<file path="src/u8cp_pkg.sv">
// ----------------------------------------------------------------------------
// UTF-8 to Windows-1252 transcoder package
// Types, constants and decode helpers shared by the transcoder files.
// ----------------------------------------------------------------------------
package u8cp_pkg;

  typedef logic [7:0]  byte_t;
  typedef logic [20:0] cp_t;
  typedef logic [2:0]  seq_len_t;
  typedef logic [1:0]  res_cnt_t;

  // Lead byte classes, given as the sequence length they open.
  localparam seq_len_t LenStray = 3'd0;
  localparam seq_len_t LenOne   = 3'd1;
  localparam seq_len_t LenTwo   = 3'd2;
  localparam seq_len_t LenThree = 3'd3;
  localparam seq_len_t LenFour  = 3'd4;

  localparam byte_t QMark = 8'h3F;

  function automatic seq_len_t lead_len(byte_t b);
    seq_len_t len;
    if (b[7] == 1'b0) begin
      len = LenOne;
    end else if ((b & 8'hE0) == 8'hC0) begin
      len = LenTwo;
    end else if ((b & 8'hF0) == 8'hE0) begin
      len = LenThree;
    end else if ((b & 8'hF8) == 8'hF0) begin
      len = LenFour;
    end else begin
      len = LenStray;
    end
    return len;
  endfunction

  function automatic logic is_ascii(byte_t b);
    return ~b[7];
  endfunction

  // Tail bytes contribute their low six bits whatever their top bits are.
  function automatic cp_t assemble_cp(byte_t b0, byte_t b1, byte_t b2, byte_t b3,
                                      seq_len_t len);
    cp_t cp;
    case (len)
      LenTwo:   cp = {10'd0, b0[4:0], b1[5:0]};
      LenThree: cp = {5'd0, b0[3:0], b1[5:0], b2[5:0]};
      default:  cp = {b0[2:0], b1[5:0], b2[5:0], b3[5:0]};
    endcase
    return cp;
  endfunction

  function automatic byte_t map_cp(cp_t cp);
    byte_t r;
    if (cp inside {[21'h00:21'h7F], [21'hA0:21'hFF]}) begin
      r = cp[7:0];
    end else begin
      case (cp)
        21'h2013: r = 8'h96;
        21'h2014: r = 8'h97;
        21'h2018: r = 8'h91;
        21'h2019: r = 8'h92;
        21'h201C: r = 8'h93;
        21'h201D: r = 8'h94;
        21'h2022: r = 8'h95;
        21'h2026: r = 8'h85;
        default:  r = QMark;
      endcase
    end
    return r;
  endfunction

endpackage

</file>
<file path="src/utf8_to_cp1252_transcoder_unit.sv">
// ----------------------------------------------------------------------------
// UTF-8 to Windows-1252 transcoder
// Converts a UTF-8 byte stream into single Windows-1252 bytes per code point.
// ----------------------------------------------------------------------------
// The unit takes one UTF-8 byte per cycle on the slave stream while its
// input register can advance, with tlast marking the final byte of a
// string, and emits one Windows-1252 byte for each decoded code point on
// the master stream. A byte passes from the input register to the result
// register, whose slot zero drives the master stream. Sustained throughput
// is one byte per cycle while the master stream is ready; a byte that opens
// or continues a sequence gives no result. The only case that gives more
// than one result is a string that ends inside a multi-byte sequence: the
// lead byte gives '?' and the held bytes are decoded again, for up to three
// results, and the result register drains them at one per cycle while the
// master stream is ready, holding the input until the last one leaves.
// Tail bytes are not checked to be continuation bytes. Code points 0x00-0x7F
// and 0xA0-0xFF pass through, eight typographic marks map to 0x85 and
// 0x91-0x97, and everything else, including stray bytes, gives '?'.
module utf8_to_cp1252_transcoder_unit (
  input  logic              clk_i,
  input  logic              rst_ni,
  input  logic              s_axis_tvalid,
  output logic              s_axis_tready,
  input  logic [7:0]        s_axis_tdata,   // [7:0] in_byte
  input  logic              s_axis_tlast,   // string_end
  output logic              m_axis_tvalid,
  input  logic              m_axis_tready,
  output logic [7:0]        m_axis_tdata,   // [7:0] out_byte
  output logic              m_axis_tuser,   // [0] run_last
  output logic              m_axis_tlast    // string_done
);
  import u8cp_pkg::*;

  // Input register.
  logic     in_valid_q;
  byte_t    in_byte_q;
  logic     in_last_q;
  logic     in_adv;

  // Open sequence state.
  byte_t    held_q [3];
  byte_t    held_d [3];
  res_cnt_t held_cnt_q, held_cnt_d;
  seq_len_t need_q, need_d;

  // Decode results of the item in the input register.
  byte_t    res [3];
  res_cnt_t res_cnt;

  // Result register: up to three bytes drained from slot zero.
  byte_t    out_q [3];
  res_cnt_t out_cnt_q;
  logic     out_done_q;
  logic     out_xfer;
  logic     out_free;

  byte_t    buf_b [4];
  seq_len_t n_len;
  seq_len_t tail_len;

  assign out_xfer = m_axis_tvalid & m_axis_tready;
  // The result register can take a new group when it is empty or its last
  // byte leaves in this cycle.
  assign out_free = (out_cnt_q == 2'd0) || ((out_cnt_q == 2'd1) && m_axis_tready);
  assign in_adv   = in_valid_q & out_free;
  assign s_axis_tready = ~in_valid_q | in_adv;

  always_comb begin
    // Bytes of the sequence as it would stand with the new byte appended.
    for (int k = 0; k < 3; k++) begin
      if (2'(k) < held_cnt_q) begin
        buf_b[k] = held_q[k];
      end else if (2'(k) == held_cnt_q) begin
        buf_b[k] = in_byte_q;
      end else begin
        buf_b[k] = 8'h00;
      end
    end
    buf_b[3] = in_byte_q;
    n_len    = {1'b0, held_cnt_q} + 3'd1;
    tail_len = lead_len(held_q[1]);

    held_d     = held_q;
    held_cnt_d = held_cnt_q;
    need_d     = need_q;
    res[0]     = QMark;
    res[1]     = QMark;
    res[2]     = QMark;
    res_cnt    = 2'd0;

    if (held_cnt_q == 2'd0) begin
      if (lead_len(in_byte_q) == LenOne) begin
        res[0]  = in_byte_q;
        res_cnt = 2'd1;
      end else if ((lead_len(in_byte_q) == LenStray) || in_last_q) begin
        res_cnt = 2'd1;
      end else begin
        held_d[0]  = in_byte_q;
        held_cnt_d = 2'd1;
        need_d     = lead_len(in_byte_q);
      end
    end else if ((n_len == need_q) || (n_len == LenFour)) begin
      res[0]     = map_cp(assemble_cp(buf_b[0], buf_b[1], buf_b[2], buf_b[3], n_len));
      res_cnt    = 2'd1;
      held_cnt_d = 2'd0;
      need_d     = LenStray;
    end else if (in_last_q) begin
      // Truncated string: the lead gives '?', then the rest is decoded as a
      // complete short string.
      held_cnt_d = 2'd0;
      need_d     = LenStray;
      if (held_cnt_q == 2'd1) begin
        res[1]  = is_ascii(in_byte_q) ? in_byte_q : QMark;
        res_cnt = 2'd2;
      end else if (tail_len == LenTwo) begin
        res[1]  = map_cp(assemble_cp(held_q[1], in_byte_q, 8'h00, 8'h00, LenTwo));
        res_cnt = 2'd2;
      end else begin
        res[1]  = (tail_len == LenOne) ? held_q[1] : QMark;
        res[2]  = is_ascii(in_byte_q) ? in_byte_q : QMark;
        res_cnt = 2'd3;
      end
    end else begin
      for (int k = 0; k < 3; k++) begin
        if (2'(k) == held_cnt_q) begin
          held_d[k] = in_byte_q;
        end
      end
      held_cnt_d = n_len[1:0];
    end
  end

  always_ff @(posedge clk_i or negedge rst_ni) begin
    if (!rst_ni) begin
      in_valid_q <= 1'b0;
      held_cnt_q <= 2'd0;
      need_q     <= LenStray;
      out_cnt_q  <= 2'd0;
      out_done_q <= 1'b0;
    end else begin
      if (s_axis_tready) begin
        in_valid_q <= s_axis_tvalid;
      end
      if (in_adv) begin
        held_cnt_q <= held_cnt_d;
        need_q     <= need_d;
      end
      if (in_adv && (res_cnt != 2'd0)) begin
        out_cnt_q  <= res_cnt;
        out_done_q <= in_last_q;
      end else if (out_xfer) begin
        out_cnt_q  <= out_cnt_q - 2'd1;
      end
    end
  end

  // Payload registers carry no reset.
  always_ff @(posedge clk_i) begin
    if (s_axis_tvalid && s_axis_tready) begin
      in_byte_q <= s_axis_tdata;
      in_last_q <= s_axis_tlast;
    end
    if (in_adv) begin
      held_q <= held_d;
    end
    if (in_adv && (res_cnt != 2'd0)) begin
      out_q <= res;
    end else if (out_xfer) begin
      out_q[0] <= out_q[1];
      out_q[1] <= out_q[2];
    end
  end

  assign m_axis_tvalid = (out_cnt_q != 2'd0);
  assign m_axis_tdata  = out_q[0];
  assign m_axis_tuser  = (out_cnt_q == 2'd1);
  assign m_axis_tlast  = (out_cnt_q == 2'd1) & out_done_q;

endmodule

</file>
<file path="config.mk">
export PLATFORM = sky130hd
export DESIGN_NAME = utf8_to_cp1252_transcoder_unit
export DESIGN_NICKNAME = d
export VERILOG_FILES = /design/src/u8cp_pkg.sv /design/src/utf8_to_cp1252_transcoder_unit.sv
export SDC_FILE = /design/constraint.sdc
export NUM_CORES = 1
export LEC_CHECK = 0
export BUFFER_PORTS_ARGS = -buffer_cell sky130_fd_sc_hd__buf_2
export CAP_MARGIN = 20
export CORE_MARGIN = 4
export CORE_UTILIZATION = 60
export DETAILED_ROUTE_END_ITERATION = 7
export PLACE_DENSITY = 0.79
export SLEW_MARGIN = 20
export SYNTH_ARGS = -nofsm -noshare
export SYNTH_HDL_FRONTEND = slang
export SYNTH_SLANG_ARGS = --single-unit
</file>
<file path="constraint.sdc">
create_clock -name clk_i -period 4 [get_ports clk_i]
set_clock_uncertainty 0.2 [all_clocks]
set_input_delay 0.6 -clock clk_i [delete_from_list [all_inputs] [get_ports clk_i]]
set_output_delay 0.6 -clock clk_i [all_outputs]
set_load 0.1 [all_outputs]
</file>
==> run_results.csv <==
group,metric,value,unit
synthesis,avgSynthCellArea,10.31,um2
finish,final_common_cell,"edfxtp_1",
synthesis,ys_ff_latch,60,
setup_path,crit_path_end_kind,"flip-flop",
clock_network,cts_made_buffers,9,
floorplan,initial_utilization,62.49,%
finish,final-seq-area,1757,um2
synthesis,yosysSeqAreaShare,50.43,%
clock_network,htree_levels,3,
setup_path,worstPathMaxFanout,14,
timing,setup_viol,0,
grt,grt_pass1_vias,2748,
hold_path,worstHoldPathCells,1,
run_status,outcome,"completed",
floorplan,core_area,5574,um2
synthesis,synth_fp_nets,359,
clock_network,ctsHoldBuffers,1,
timing,worst_slew_pin_slew,0.6825,ns
grt,met2_usage,38.52,%
drt,drt_pass1_iterations,5,
finish,multiInputGateArea,1531,um2
timing,finalMaxSlewViolations,0,
hold_path,hold_class,"primary input to flip-flop",
clock_network,clk_pin_slew,0.07,ns
timing,layout_min_cycle_time,3.606,ns
drt,via_per_inst,6.468,
grt,grt_pass1_wl,13.45,mm
finish,layout.cells.non_filler,434,
floorplan,die_w,84.20,um
synthesis,ys_warn_count,0,
timing,timing.hold.ws,0.2372,ns
finish,final_net_count,378,
setup_path,reg2reg_from,"held_cnt_q[1]",
timing,finalHoldViolations,0,
finish,layout-drive-gt1-share,16.30,%
timing,rsz0062_at_grt,"false",
timing,fmax,277.3,MHz
drt,wl,8.137,mm
timing,slew_headroom,54.50,%
grt,gr-total-overflow,0,
hold_path,min_to,"in_byte_q[6]",
drt,drc,0,
clock_network,cts_setup_buffers,0,
finish,diodes,0,
job,cap_violations,0,
synthesis,synth.cell_area,3483,um2
finish,syn_to_final_growth,11.57,%
synthesis,synth_ff_type,"edfxtp_1",
drt,dr.first_iter.drc_count,305,
grt,top_usage_layer,"met2",
synthesis,syn_inst,338,
clock_network,cts_sinks,60,
setup_path,arrival,3.49,ns
drt,routedWlPerCell,18.75,um
timing,tns,0,ns
drt,vias,2807,
clock_network,ctsResizeCount,0,
synthesis,synthArstFlopShare,15.00,%
placed_design,gp_congestion,1.009,
placed_design,place_hpwl,5.624,mm
drt,drtAntennaViolNets,0,
setup_path,worstSetupPathType,"flip-flop to flip-flop",
grt,grt.total_usage,24.30,%
finish,nFillCells,408,
setup_path,cp.required,3.88,ns
clock_network,clockBufferDepth,2,
placed_design,io_buffers,24,
setup_path,start_kind,"flip-flop",
timing,fin_crit_sh,90.16,%
setup_path,reg2reg_to,"m_axis_tdata[0]",
floorplan,dieHeight,84.20,um
grt,grt_max_degree,19,
floorplan,ios,25,
floorplan,fp-row-count,27,
setup_path,r2r_slack,0.39,ns
placed_design,placed_cells,417,
floorplan,die-area,7089,um2
synthesis,synth-edff-count,51,
finish,mostFrequentLayoutCells,"51 x edfxtp_1, 31 x nand2_1, 27 x a21oi_1",
grt,use_met3,5.692,%
setup_path,rr_worst_depth,10,
clock_network,cts_tree,"built",
clock_network,cts-root-buf,"clkbuf_8",
clock_network,clock_latency,0.33,ns
grt,met1_usage,32.43,%
grt,antenna_found_initial,0,
synthesis,ys_types,64,
hold_path,min-delay-start,"s_axis_tdata[6]",
-- metal layers --
metal	up-vias	share of wire [%]	routed length, um
met4	0	2.2	176
met5	-	0	0
met1	1310	41	3371
met2	157	47	3843
met3	19	9.2	745
li1	1321	-	-
-- through the flow --
| stage | util, % | area [um2] | setup WS, ns |
|---|---|---|---|
| 2_1_floorplan | - | 3483 | 0.8072 |
| 3_3_place_gp | 64.78 | 3611 | 0.6242 |
| 3_5_place_dp | 64.78 | 3611 | 0.4816 |
| 4_1_cts | 69.72 | 3886 | 0.4666 |
| 5_1_grt | 69.72 | 3886 | 0.1762 |
| 6_report | 69.72 | 3886 | 0.3937 |
-- worst max path at each step --
stage                     slack (ns)          start         endpoint  cells past startpoint
after floorplan                 0.81  held_cnt_q[1]       held_q[10]                      9
after global placement          0.62  held_cnt_q[1]  m_axis_tdata[0]                     10
after detailed placement        0.48  held_cnt_q[1]  m_axis_tdata[2]                     10
after CTS                       0.47  held_cnt_q[1]  m_axis_tdata[0]                     10
after global routing            0.18  held_cnt_q[1]  m_axis_tdata[4]                      9
final                           0.39  held_cnt_q[1]  m_axis_tdata[0]                     10
-- cells by family after synthesis --
kind of cell | after synthesis | synth area share (%)
buffers and inverters | 39 | 5.603
multiplexers | 1 | 0.2874
flip-flops | 60 | 50.43
AND/OR/NAND/NOR | 119 | 18.71
AO/OA/AOI/OAI | 107 | 21.09
adder cells (fa/ha/maj) | 8 | 2.874
XOR/XNOR | 4 | 1.006
-- synth_stat cells (4+ instances only) --
cell      count  area share (%)
edfxtp_1     51              44
nand2_1      31             3.3
a21oi_1      27             3.9
o21ai_0      23             3.3
nor3_1       15             2.2
nor2_1       13             1.4
inv_1        12             1.3
clkbuf_1     11             1.2
buf_4        10             2.2
or3_1        10             1.8
dfrtp_1       9             6.5
ha_1          8             2.9
nand2b_1      8             1.4
nand3b_1      8             1.7
nand3_1       7             1.0
o22ai_1       6             1.1
a21o_1        5             1.1
nor4_1        5            0.90
nor2b_1       4            0.72
o21ai_1       4            0.57
o22a_1        4             1.0
o31ai_1       4            0.86
-- flip-flops by register name (all words and copies together), names as in the netlist --
| signal | cells |
|---|---|
| held_cnt_q | 2 |
| held_q | 19 |
| in_byte_q | 8 |
| in_last_q | 1 |
| in_valid_q | 1 |
| m_axis_tdata | 8 |
| need_q | 3 |
| out_cnt_q | 2 |
| out_done_q | 1 |
| out_q | 15 |
-- cell type report --
class	instances	area share [%]
clock inverter	4	3.091
tap	72	2.318
multi-input combinational	239	39.41
inverter	14	1.352
sequential	60	45.20
clock buffer	12	3.735
timing repair buffer	33	4.894
-- worst max-delay path, cell delays in order, from the launching register on --
cell	delay [ns]
dfrtp_1	0.56
inv_1	0.16
ha_1	0.64
nand2_2	0.13
o311ai_2	0.38
a221o_2	0.29
or4b_4	0.49
o21ai_1	0.12
a211oi_2	0.11
nor2_4	0.16
a31oi_1	0.10
Power is not shown: default switching activity piles up to over one toggle a cycle in this logic, so the estimate is an artifact.
